`src/design/modbus_rtu_master_register_access_defines.svh`:
```
// Assertion helpers shared by the RTL of the Modbus RTU master.
`ifndef MODBUS_RTU_MASTER_REGISTER_ACCESS_DEFINES_SVH
`define MODBUS_RTU_MASTER_REGISTER_ACCESS_DEFINES_SVH

// Same-cycle implication, sampled on aclk, off while aresetn is low.
`define MRRA_ASSERT_NOW(label, ante, cons, msg) \
    label: assert property (@(posedge aclk) disable iff (!aresetn) (ante) |-> (cons)) \
        else $error(msg);

// Next-cycle implication, sampled on aclk, off while aresetn is low.
`define MRRA_ASSERT_NEXT(label, ante, cons, msg) \
    label: assert property (@(posedge aclk) disable iff (!aresetn) (ante) |=> (cons)) \
        else $error(msg);

`endif

```
`src/design/mrra_pkg.sv`:
```
package mrra_pkg;

    // Request opcodes
    localparam logic [1:0] OP_WRITE = 2'd0;
    localparam logic [1:0] OP_READ  = 2'd1;
    localparam logic [1:0] OP_BYTE  = 2'd2;
    localparam logic [1:0] OP_TICK  = 2'd3;

    // Result kinds
    localparam logic KIND_TX   = 1'b0;
    localparam logic KIND_READ = 1'b1;

    // Read completion status
    localparam logic [1:0] STATUS_OK      = 2'd0;
    localparam logic [1:0] STATUS_TIMEOUT = 2'd1;
    localparam logic [1:0] STATUS_BAD_HDR = 2'd2;

    localparam logic [15:0] VALUE_TIMEOUT = 16'hFFFF;
    localparam logic [15:0] VALUE_BAD_HDR = 16'hFFFE;

    // Configuration register indexes
    localparam logic CFG_SLAVE_ID = 1'b0;
    localparam logic CFG_TIMEOUT  = 1'b1;

    localparam logic [7:0]  SLAVE_ID_RESET = 8'h01;
    localparam logic [15:0] TIMEOUT_RESET  = 16'd150;

    // Frame layout
    localparam logic [7:0]  FUNC_WRITE_SINGLE = 8'h06;
    localparam logic [7:0]  FUNC_READ_HOLDING = 8'h03;
    localparam logic [15:0] READ_COUNT        = 16'h0001;
    localparam int          FRAME_DATA_BYTES  = 6;
    localparam int          FRAME_BYTES       = 8;
    localparam int          FRAME_IDX_W       = $clog2(FRAME_BYTES);

    localparam logic [15:0] CRC_INIT = 16'hFFFF;
    localparam logic [15:0] CRC_POLY = 16'hA001;

    // Response buffer
    localparam int RESPONSE_BYTES = 7;
    localparam int RX_IDX_W       = $clog2(RESPONSE_BYTES);
    localparam int RX_COUNT_W     = $clog2(RESPONSE_BYTES + 1);

    localparam int HDR_ID_POS   = 0;
    localparam int HDR_FUNC_POS = 1;
    localparam int VALUE_HI_POS = 3;
    localparam int VALUE_LO_POS = 4;

    typedef struct packed {
        logic [1:0]  op;
        logic [15:0] reg_addr;
        logic [15:0] reg_value;
        logic [7:0]  rx_byte;
    } mrra_in_t;

    typedef struct packed {
        logic        kind;
        logic [7:0]  tx_byte;
        logic        tx_last;
        logic [15:0] read_value;
        logic [1:0]  read_status;
    } mrra_out_t;

    // Fold one byte into a reflected CRC-16.
    function automatic logic [15:0] crc16_byte(input logic [15:0] crc_in,
                                               input logic [7:0]  data);
        logic [15:0] crc;
        crc = crc_in ^ {8'h00, data};
        for (int b = 0; b < 8; b++) begin
            if (crc[0]) begin
                crc = (crc >> 1) ^ CRC_POLY;
            end else begin
                crc = crc >> 1;
            end
        end
        return crc;
    endfunction

endpackage

```
`src/design/modbus_rtu_master_register_access.sv`:
```
// Modbus RTU master for single-register access to one slave. A write (op 0) or
// read (op 1) request streams an 8-byte frame (slave id, function 06 or 03,
// address, value or count 1, CRC-16 low then high) at one byte per cycle while
// the output is not stalled, tx_last on the eighth; the input is held off while
// a frame drains. The CRC is folded one byte per cycle as the frame shifts out,
// stalling with the output. Received bytes (op 2) and millisecond ticks (op 3)
// are taken one per cycle while no frame drains and the output is not stalled,
// and give at most one result: the register value or a bad-header status once
// seven response bytes are in, or a timeout once the ticks reach timeout_ms.
// Bytes and ticks are dropped when no read is pending. The response CRC is
// not checked. Registers: index 0 slave_id (reset 1), index 1 timeout_ms
// (reset 150); write them only while the block is idle.
`include "modbus_rtu_master_register_access_defines.svh"

module modbus_rtu_master_register_access (
    input  logic               aclk,
    input  logic               aresetn,
    input  logic               cfg_we,
    input  logic               cfg_index,
    input  logic [15:0]        cfg_wdata,
    input  logic               s_valid,
    output logic               s_ready,
    input  mrra_pkg::mrra_in_t s_data,
    output logic               m_valid,
    input  logic               m_ready,
    output mrra_pkg::mrra_out_t m_data
);
    import mrra_pkg::*;

    // Configuration
    logic [7:0]  slave_id_reg, slave_id_next;
    logic [15:0] timeout_reg, timeout_next;

    // Frame serializer
    logic                   busy_reg, busy_next;
    logic [FRAME_IDX_W-1:0] idx_reg, idx_next;
    logic [7:0]             frame_reg [FRAME_DATA_BYTES];
    logic [7:0]             frame_next [FRAME_DATA_BYTES];
    logic [15:0]            crc_reg, crc_next;

    // Response tracking
    logic                  waiting_reg, waiting_next;
    logic [RX_COUNT_W-1:0] rx_count_reg, rx_count_next;
    logic [15:0]           elapsed_reg, elapsed_next;
    logic [7:0]            rx_buf_reg [RESPONSE_BYTES];
    logic                  rx_we;

    // Output register
    logic      m_valid_reg, m_valid_next;
    mrra_out_t m_data_reg, m_data_next;

    logic        slot_free;
    logic        s_accept;
    logic        emit;
    logic [7:0]  emit_byte;
    logic [15:0] elapsed_sat;
    logic        hdr_ok;

    assign slot_free = !m_valid_reg || m_ready;
    assign s_ready   = !busy_reg && slot_free;
    assign s_accept  = s_valid && s_ready;
    assign emit      = busy_reg && slot_free;

    assign elapsed_sat = (elapsed_reg == 16'hFFFF) ? elapsed_reg : elapsed_reg + 16'd1;
    assign hdr_ok = (rx_buf_reg[HDR_ID_POS] == slave_id_reg) &&
                    (rx_buf_reg[HDR_FUNC_POS] == FUNC_READ_HOLDING);

    // Pick the frame byte at the head of the serializer
    always_comb begin
        if (idx_reg < FRAME_IDX_W'(FRAME_DATA_BYTES)) begin
            emit_byte = frame_reg[0];
        end else if (idx_reg == FRAME_IDX_W'(FRAME_DATA_BYTES)) begin
            emit_byte = crc_reg[7:0];
        end else begin
            emit_byte = crc_reg[15:8];
        end
    end

    always_comb begin
        slave_id_next = slave_id_reg;
        timeout_next  = timeout_reg;
        busy_next     = busy_reg;
        idx_next      = idx_reg;
        frame_next    = frame_reg;
        crc_next      = crc_reg;
        waiting_next  = waiting_reg;
        rx_count_next = rx_count_reg;
        elapsed_next  = elapsed_reg;
        rx_we         = 1'b0;
        m_data_next   = m_data_reg;
        m_valid_next  = m_valid_reg && !m_ready;

        // Apply configuration writes
        if (cfg_we) begin
            case (cfg_index)
                CFG_SLAVE_ID: slave_id_next = cfg_wdata[7:0];
                CFG_TIMEOUT:  timeout_next  = cfg_wdata;
                default: ;
            endcase
        end

        // Advance the serializer: shift data bytes through the CRC, then send the CRC
        if (emit) begin
            if (idx_reg < FRAME_IDX_W'(FRAME_DATA_BYTES)) begin
                crc_next = crc16_byte(crc_reg, frame_reg[0]);
                for (int i = 0; i < FRAME_DATA_BYTES - 1; i++) begin
                    frame_next[i] = frame_reg[i + 1];
                end
            end
            idx_next                = idx_reg + FRAME_IDX_W'(1);
            busy_next               = (idx_reg != FRAME_IDX_W'(FRAME_BYTES - 1));
            m_valid_next            = 1'b1;
            m_data_next.kind        = KIND_TX;
            m_data_next.tx_byte     = emit_byte;
            m_data_next.tx_last     = (idx_reg == FRAME_IDX_W'(FRAME_BYTES - 1));
            m_data_next.read_value  = 16'h0000;
            m_data_next.read_status = STATUS_OK;
        end

        // Handle an accepted request
        if (s_accept) begin
            case (s_data.op)
                OP_WRITE, OP_READ: begin
                    busy_next     = 1'b1;
                    idx_next      = '0;
                    crc_next      = CRC_INIT;
                    frame_next[0] = slave_id_reg;
                    frame_next[2] = s_data.reg_addr[15:8];
                    frame_next[3] = s_data.reg_addr[7:0];
                    if (s_data.op == OP_WRITE) begin
                        frame_next[1] = FUNC_WRITE_SINGLE;
                        frame_next[4] = s_data.reg_value[15:8];
                        frame_next[5] = s_data.reg_value[7:0];
                    end else begin
                        frame_next[1] = FUNC_READ_HOLDING;
                        frame_next[4] = READ_COUNT[15:8];
                        frame_next[5] = READ_COUNT[7:0];
                        rx_count_next = '0;
                        waiting_next  = 1'b1;
                        elapsed_next  = 16'h0000;
                    end
                end
                OP_BYTE: begin
                    if (waiting_reg) begin
                        rx_we         = 1'b1;
                        rx_count_next = rx_count_reg + RX_COUNT_W'(1);
                        if (rx_count_reg == RX_COUNT_W'(RESPONSE_BYTES - 1)) begin
                            waiting_next            = 1'b0;
                            m_valid_next            = 1'b1;
                            m_data_next.kind        = KIND_READ;
                            m_data_next.tx_byte     = 8'h00;
                            m_data_next.tx_last     = 1'b0;
                            if (hdr_ok) begin
                                m_data_next.read_value  = {rx_buf_reg[VALUE_HI_POS],
                                                           rx_buf_reg[VALUE_LO_POS]};
                                m_data_next.read_status = STATUS_OK;
                            end else begin
                                m_data_next.read_value  = VALUE_BAD_HDR;
                                m_data_next.read_status = STATUS_BAD_HDR;
                            end
                        end
                    end
                end
                OP_TICK: begin
                    if (waiting_reg) begin
                        elapsed_next = elapsed_sat;
                        if (elapsed_sat >= timeout_reg) begin
                            waiting_next            = 1'b0;
                            m_valid_next            = 1'b1;
                            m_data_next.kind        = KIND_READ;
                            m_data_next.tx_byte     = 8'h00;
                            m_data_next.tx_last     = 1'b0;
                            m_data_next.read_value  = VALUE_TIMEOUT;
                            m_data_next.read_status = STATUS_TIMEOUT;
                        end
                    end
                end
                default: ;
            endcase
        end
    end

    // Control state
    always_ff @(posedge aclk) begin
        if (!aresetn) begin
            slave_id_reg <= SLAVE_ID_RESET;
            timeout_reg  <= TIMEOUT_RESET;
            busy_reg     <= 1'b0;
            idx_reg      <= '0;
            waiting_reg  <= 1'b0;
            rx_count_reg <= '0;
            elapsed_reg  <= 16'h0000;
            m_valid_reg  <= 1'b0;
        end else begin
            slave_id_reg <= slave_id_next;
            timeout_reg  <= timeout_next;
            busy_reg     <= busy_next;
            idx_reg      <= idx_next;
            waiting_reg  <= waiting_next;
            rx_count_reg <= rx_count_next;
            elapsed_reg  <= elapsed_next;
            m_valid_reg  <= m_valid_next;
        end
    end

    // Payload: frame bytes, CRC, response buffer, result
    always_ff @(posedge aclk) begin
        frame_reg  <= frame_next;
        crc_reg    <= crc_next;
        m_data_reg <= m_data_next;
        if (rx_we) begin
            rx_buf_reg[rx_count_reg[RX_IDX_W-1:0]] <= s_data.rx_byte;
        end
    end

    assign m_valid = m_valid_reg;
    assign m_data  = m_data_reg;

    `MRRA_ASSERT_NOW(a_busy_blocks_input, busy_reg, !s_ready, "request taken while a frame drains")
    `MRRA_ASSERT_NOW(a_last_ends_frame, m_valid_reg && !m_data_reg.kind && m_data_reg.tx_last, !busy_reg, "serializer still busy after last frame byte")
    `MRRA_ASSERT_NEXT(a_read_arms_wait, s_accept && (s_data.op == OP_READ), waiting_reg && busy_reg && (rx_count_reg == '0), "read request did not arm the response wait")

endmodule

```
`config.mk`:
```
export PLATFORM = sky130hd
export DESIGN_NAME = modbus_rtu_master_register_access
export DESIGN_NICKNAME = d
export VERILOG_FILES = /design/src/design/mrra_pkg.sv /design/src/design/modbus_rtu_master_register_access.sv
export VERILOG_INCLUDE_DIRS = /design/src /design/src/design
export SDC_FILE = /design/constraint.sdc
export NUM_CORES = 1
export LEC_CHECK = 0
export BUFFER_PORTS_ARGS = -buffer_cell sky130_fd_sc_hd__buf_2
export CAP_MARGIN = 15
export CORE_ASPECT_RATIO = 0.7
export CORE_MARGIN = 10
export CORE_UTILIZATION = 45
export DETAILED_ROUTE_END_ITERATION = 8
export GPL_ROUTABILITY_DRIVEN = 0
export GPL_TIMING_DRIVEN = 0
export MAX_ROUTING_LAYER = met4
export PLACE_DENSITY = 0.7
export SYNTH_ARGS = -nofsm -noshare
export SYNTH_HDL_FRONTEND = slang
export SYNTH_SLANG_ARGS = --single-unit
export TNS_END_PERCENT = 50
```
`constraint.sdc`:
```
create_clock -name aclk -period 3.98 [get_ports aclk]
set_input_delay 0.199 -clock aclk [delete_from_list [all_inputs] [get_ports aclk]]
set_output_delay 0.199 -clock aclk [all_outputs]
set_load 0.01 [all_outputs]
```
==> results.yml, run 1 <==
floorplanning:
  dieArea_um2: 22820
  io_pins: 94
  dieWidth_um: 176.3
  fp.dieH_um: 129.4
  rows: 39
  coreArea_um2: 16540
  initial_core_util: 0.4652
timing:
  worst_pin_slew_ns: 0.9714
  fmax_mhz: 274.2
  hold_violations: 0
  min_period_over_period: 0.9162
  setup_tns_ns: 0
  fin_skew_ns: 0.01338
  setup_viol: 0
  period_needed_ns: 3.647
  rsz0062_at_grt: "false"
  relSlewSlack: 0.3524
  drv_slew: 0
grt:
  grt_pass1_wl_um: 32010
  track_usage: 0.1797
  grt_overflow: 0
  grt_max_degree: 20
  antenna_found_initial: 0
  grt_pass1_vias: 6252
cells_and_area:
  fin_cells: 1231
  final_common_cell: "nand2_1"
  antenna_cells: 0
  fillers: 1506
  syn_to_final_growth_pct: 20.06
  fin_nets: 1079
  drive_gt1_frac: 0.1610
  largest_register_ffs: 48
  most-common-layout-cells: "nand2_1, dfxtp_1, buf_2, nor2_1, a21oi_1"
critical_path:
  cp_max_fo: 10
  critPathLaunchType: "flop"
  path_class: "reg -> reg"
  crit_arrival_ns: 3.98
  critPathCaptureType: "flop"
  slowest_delay_ns: 0.39
  slowest_stage: "nor4_4"
  worstPathRequired_ns: 4.31
  crit_chain: "buf_2, nand4_2, nor4_4, nand2_2, and2_1, nand2_1, xnor2_1, ha_1, a21oi_1, o21ai_0, a221oi_1, o22ai_1, a21oi_2, buf_4, nand2b_2, clkbuf_4, o21ai_1"
place:
  numPlacedInstances: 1184
  place_hpwl_um: 14540
  port_buffers: 91
synthesis:
  synth_fp_nets: 953
  syn_area_um2: 7696
  yosys_warnings: 0
  synth-main-ff-cell: "dfxtp_1"
  synth-seq-area-share: 0.5020
  synth-async-reset-ratio: 0
  synth_area_per_cell_um2: 8.877
  synth-seq-cells: 173
  syn_inst: 867
  ys_types: 53
  synth_edf_count: 40
clock_tree:
  cts_tree: "yes"
  root_buffer: "clkbuf_16"
  cts_num_sinks: 173
  cts_buffers: 17
  clock_path_buffers: 2
  clk-insertion-delay-late_ns: 0.45
  path_clk_slew_ns: 0.08
  htree_levels: 4
routing:
  vias: 6475
  wl_um: 20010
  drt_iter0_markers: 421
  avgRoutedWirePerCell_um: 16.25
  drc: 0
  ant_nets: 0
  avgViaCountPerCell: 5.260
  drt_pass1_iterations: 5
pwr:
  p_total_mw: 4.697
  vdd_drop_max_uv: 266.0
  powerDensity_nw_per_um2: 508.3
  p_leak_nw: 3.794
run:
  cap_viol_max_count: 0
status:
  outcome: "complete, no violations"
min_path:
  hold_class: "in -> reg"
-- repair_timing --
action | CTS | global route
endpoints found under the setup margin | 20 | 23
gates cloned | 0 | 0
endpoints found under the hold margin | 26 | 1
pin swaps | 0 | 1
resized for setup | 2 | 7
hold buffers | 13 | 1
setup buffers | 0 | 2
-- layer usage --
metal | share of wire | up-vias | track usage
li1 | - | 3258 | -
met1 | 0.51 | 3028 | 0.2444
met2 | 0.43 | 171 | 0.2624
met3 | 0.059 | 18 | 0.04527
met4 | 0.0082 | 0 | 0.04324
met5 | 0 | - | -
-- logic make-up (layout without fill, tap and decap cells) --
family,count (synthesis),count (layout),share of synthesized area
AND/OR/NAND/NOR,346,346,0.1998
flip-flops,173,173,0.5020
multiplexers,12,12,0.01610
buffers and inverters,73,212,0.03837
AO/OA/AOI/OAI,201,201,0.1624
XOR/XNOR,40,40,0.04552
adder cells (fa/ha/maj),22,22,0.03577
-- power breakdown --
group | leakage [nW] | switching [mW] | total [mW] | internal, mW
registers | 1.46 | 0.149 | 2.16 | 2.01
clock network | 0.293 | 0.818 | 1.67 | 0.847
logic | 2.04 | 0.474 | 0.875 | 0.401
total | 3.79 | 1.44 | 4.70 | 3.26
-- through the flow --
stage,utilization,setup WS (ns),cell area [um2],hold slack [ns]
final,0.5586,0.3335,9240,0.01756
after global routing,0.5586,0.05709,9240,0.01783
after CTS,0.5556,0.07011,9191,0.0001732
after detailed placement,0.5118,-0.1458,8466,0.4362
after global placement,0.5098,-0.1196,8433,0.4436
after floorplan,-,0.6254,7696,0.2979
-- critical path: cells and delay by family (launching register included) --
family                     cells  cell delay (ns)
AOI/OAI and AO/OA              6             0.86
adders and majority gates      1             0.31
buffers and inverters          3             0.59
DFF                            1             0.30
and+or+nand+nor                6             1.27
xor gates and xnor gates       1             0.20
-- synth_stat cells, drive strengths merged (20+ instances only) --
| cell | instances | share of area |
|---|---|---|
| xnor2 | 28 | 0.032 |
| ha | 22 | 0.036 |
| nand2 | 185 | 0.091 |
| a21oi | 58 | 0.038 |
| a21boi | 20 | 0.020 |
| a31oi | 35 | 0.028 |
| edfxtp | 40 | 0.16 |
| dfxtp | 133 | 0.35 |
| o21ai | 38 | 0.025 |
| clkbuf | 42 | 0.021 |
| inv | 23 | 0.011 |
| nor2 | 83 | 0.043 |
-- final timing paths --
path	startpoint	cells past startpoint	end	slack (ns)
min	cfg_wdata[4]	3	timeout_reg[4]	0.02
max	elapsed_reg[3]	17	m_data[12]	0.33
max reg2reg	elapsed_reg[3]	17	m_data[12]	0.33
min reg2reg	m_data[0]	2	m_data[0]	0.46
-- cell type report --
type                            count  area (um2)  share of cell area
Clock buffer                       17       425.4             0.04604
Buffer                             49       207.7             0.02248
Inverter                           23       86.33            0.009343
Tap cell                          225       281.5             0.03047
Multi-Input combinational cell    621        3592              0.3888
Timing Repair Buffer              108       618.1             0.06689
Clock inverter                     15       165.2             0.01787
Sequential cell                   173        3864              0.4181
Power figures use the tool's default switching activity.
==> run 2, diff against run 1 <==
--- a/config.mk
+++ b/config.mk
@@ -6,16 +6,18 @@
 export SDC_FILE = /design/constraint.sdc
 export NUM_CORES = 1
 export LEC_CHECK = 0
-export BUFFER_PORTS_ARGS = -buffer_cell sky130_fd_sc_hd__buf_2
+export ABC_AREA = 1
 export CAP_MARGIN = 15
 export CORE_ASPECT_RATIO = 0.7
 export CORE_MARGIN = 10
 export CORE_UTILIZATION = 45
+export CTS_BUF_LIST = sky130_fd_sc_hd__clkbuf_2 sky130_fd_sc_hd__clkbuf_4 sky130_fd_sc_hd__clkbuf_8
 export DETAILED_ROUTE_END_ITERATION = 8
+export DONT_BUFFER_PORTS = 1
 export GPL_ROUTABILITY_DRIVEN = 0
 export GPL_TIMING_DRIVEN = 0
 export MAX_ROUTING_LAYER = met4
-export PLACE_DENSITY = 0.7
+export PLACE_DENSITY = 0.66
 export SYNTH_ARGS = -nofsm -noshare
 export SYNTH_HDL_FRONTEND = slang
 export SYNTH_SLANG_ARGS = --single-unit
==> run 2 against run 1 <==
Net effect:
- combinational power decreased by 14%
- count of clock-buffer cells in the layout did not move
- non-clock buffer count fell by 53
- worst hold slack better by 0.017 ns
- fmax grew 3.2%
- sequential power is essentially flat
- synthesized cell count rose by 19%
- cell count rose by 11%
- register-to-register slack improved by 0.11 ns
- core utilization fell by 3.2 points
- critical path type unchanged
==> results.yml, run 2 <==
status:
  outcome: "complete, no violations"
timing:
  fmax_mhz: 283.1
  worst_pin_slew_ns: 0.9772
  setup_tns_ns: 0
  hold_violations: 0
  setup_viol: 0
  period_needed_ns: 3.533
  drv_slew: 0
  rsz0062_at_grt: "false"
  relSlewSlack: 0.3431
  fin_skew_ns: 0.01503
  min_period_over_period: 0.8876
clock_tree:
  cts_buffers: 17
  clock_path_buffers: 2
  cts_num_sinks: 173
  root_buffer: "clkbuf_8"
  clk-insertion-delay-late_ns: 0.47
  path_clk_slew_ns: 0.10
  cts_resized: 0
  cts_tree: "yes"
  cts_setup_buffers: 0
  htree_levels: 4
synthesis:
  yosysTopAreaCell: "dfxtp_1"
  synth_edf_count: 40
  syn_area_um2: 8123
  syn_inst: 1036
  synthTopCellsByCount: "nand2_1, dfxtp_1, o21ai_0"
  synth-seq-cells: 173
  synth-main-ff-cell: "dfxtp_1"
  yosysMostFrequentCell: "nand2_1"
  synth-seq-area-share: 0.4757
  synth_top_area_share: 0.3278
  ys_types: 49
  synth-async-reset-ratio: 0
  synthTopCellsByArea: "dfxtp_1, edfxtp_1, nand2_1"
  synth_fp_nets: 1122
  yosys_warnings: 0
  synth_area_per_cell_um2: 7.841
run:
  cap_viol_max_count: 0
grt:
  grt_overflow: 0
  grt_pass1_wl_um: 36100
  grt_pass1_vias: 6731
  antenna_found_initial: 0
  grt_max_degree: 19
  track_usage: 0.1887
floorplanning:
  dieWidth_um: 180.6
  dieArea_um2: 23910
  coreArea_um2: 17850
  fp.dieH_um: 132.4
  rows: 41
  initial_core_util: 0.4550
  io_pins: 94
pwr:
  vdd_drop_max_uv: 229.0
  power.internal_mw: 2.732
  seq_power_share: 0.524
  clkPwrFrac: 0.293
  switching_share: 0.3319
  powerDensity_nw_per_um2: 434.7
  pwr-share-comb: 0.183
  switchingPower_mw: 1.357
  p_leak_nw: 3.913
place:
  place_hpwl_um: 16360
  dpl_cell_area_um2: 8437
  port_buffers: 0
routing:
  avgViaCountPerCell: 5.289
  drt_pass1_iterations: 5
  wl_um: 22240
  vias: 7209
  drt_iter0_markers: 595
  ant_nets: 0
  drc: 0
  avgRoutedWirePerCell_um: 16.32
critical_path:
  path_class: "reg -> reg"
  critPathLaunchType: "flop"
  endpoint: "m_data[10]"
  worstPathRequired_ns: 4.40
  r2r_end: "m_data[10]"
  regToRegSetupSlack_ns: 0.45
  critPathCaptureType: "flop"
  startpoint: "elapsed_reg[0]"
  cp_max_fo: 10
  reg2reg_from: "elapsed_reg[0]"
  crit_arrival_ns: 3.95
  r2r_cells: 18
cells_and_area:
  syn_to_final_growth_pct: 15.79
  fin_area_um2: 9405
  final_common_cell: "nand2_1"
  most-common-layout-cells: "nand2_1, dfxtp_1, o21ai_0, nor2_1, inv_1"
  drive_gt1_frac: 0.07720
  largest_register_ffs: 48
  antenna_cells: 0
  fin_nets: 1200
min_path:
  hold_depth: 3
  hold_class: "in -> reg"
  hp-start: "s_data[41]"
## run 2: cell count changes in the layout (fill, tap and decap cells not counted), moves of 17 or more
cell | before | now
a21boi_0 | 20 | 1
nand3_1 | 16 | 68
nand2_1 | 184 | 231
inv_1 | 23 | 79
clkbuf_16 | 17 | 0
buf_2 | 94 | 15
o21ai_0 | 27 | 121
a31oi_1 | 35 | 1
nor2_1 | 74 | 97
xnor2_1 | 28 | 9
clkbuf_8 | 0 | 17
dlygate4sd3_1 | 14 | 58
## run 2: cells by family (layout without fill, tap and decap cells)
group | Yosys count | after routing | synth area share
AND/OR/NAND/NOR | 438 | 438 | 0.2329
AO/OA/AOI/OAI | 247 | 247 | 0.1670
XOR/XNOR | 21 | 21 | 0.02264
multiplexers | 1 | 1 | 0.001232
adder cells (fa/ha/maj) | 22 | 22 | 0.03389
flip-flops | 173 | 173 | 0.4757
buffers and inverters | 134 | 225 | 0.06670
## run 2: what timing repair did
item | in CTS | in global routing
hold buffers | 58 | 0
hold endpoints to repair | 89 | 0
endpoints found under the setup margin | 0 | 0
## run 2: power by group through the flow
stage               clock (mW)  sequential [mW]  combinational, mW
floorplan                    0             2.13              0.535
global placement             0             2.18              0.667
detailed placement           0             2.18              0.681
CTS                       1.22             2.14              0.741
global route              1.29             2.16              0.860
finish                    1.20             2.14              0.749
## run 2: worst min-delay path by stage
stage | end | slack, ns
2_1_floorplan | rx_buf_reg[0][0] | 0.30
3_3_place_gp | rx_buf_reg[3][1] | 0.30
3_5_place_dp | rx_buf_reg[1][1] | 0.30
4_1_cts | frame_reg[9] | 0.004
5_1_grt | frame_reg[8] | 0.04
6_report | frame_reg[9] | 0.03
## run 2: cell type report
class                      instances  area [um2]
tap                              236       295.3
clock buffer                      17       234.0
multi-input combinational        729        3736
sequential                       173        3864
timing repair buffer              59       585.6
clock inverter                    15       148.9
inverter                          89       336.6
buffer                            45       205.2
fill                            1703        8447
## run 2: critical path, stage by stage (launching register included)
cell and delay, ns:
dfxtp_1 0.41, ha_1 0.20, nand2_1 0.12, nor2_2 0.16
nand3_1 0.14, nor2_2 0.24, nand4_2 0.21, nand2_1 0.13
xnor2_1 0.10, ha_1 0.31, nand4_1 0.08, nor3_1 0.29
nand2_1 0.09, inv_1 0.06, nand2_1 0.11, nand3_1 0.15
nand4_2 0.27, buf_2 0.30, nand3_1 0.10
## run 2: routing by layer
layer / wire [um] / vias up / global-route usage
met5: 0 / - / -
met4: 420 / 0 / 0.06315
met3: 1201 / 31 / 0.03867
met2: 9582 / 190 / 0.2713
met1: 11030 / 3362 / 0.2583
li1: - / 3626 / -
## run 2: metrics by stage
stage               hold WS [ns]    util  power, mW  worst slack, ns  instances
floorplan                 0.2979       -      2.664            1.325       1036
finish                   0.03430  0.5268      4.089           0.4475       1363
CTS                     0.003810  0.5266      4.103           0.4759       1362
global placement          0.2983  0.4715      2.847           0.5682       1272
detailed placement        0.2983  0.4726      2.859           0.5408       1272
global route             0.04374  0.5268      4.315           0.1660       1363
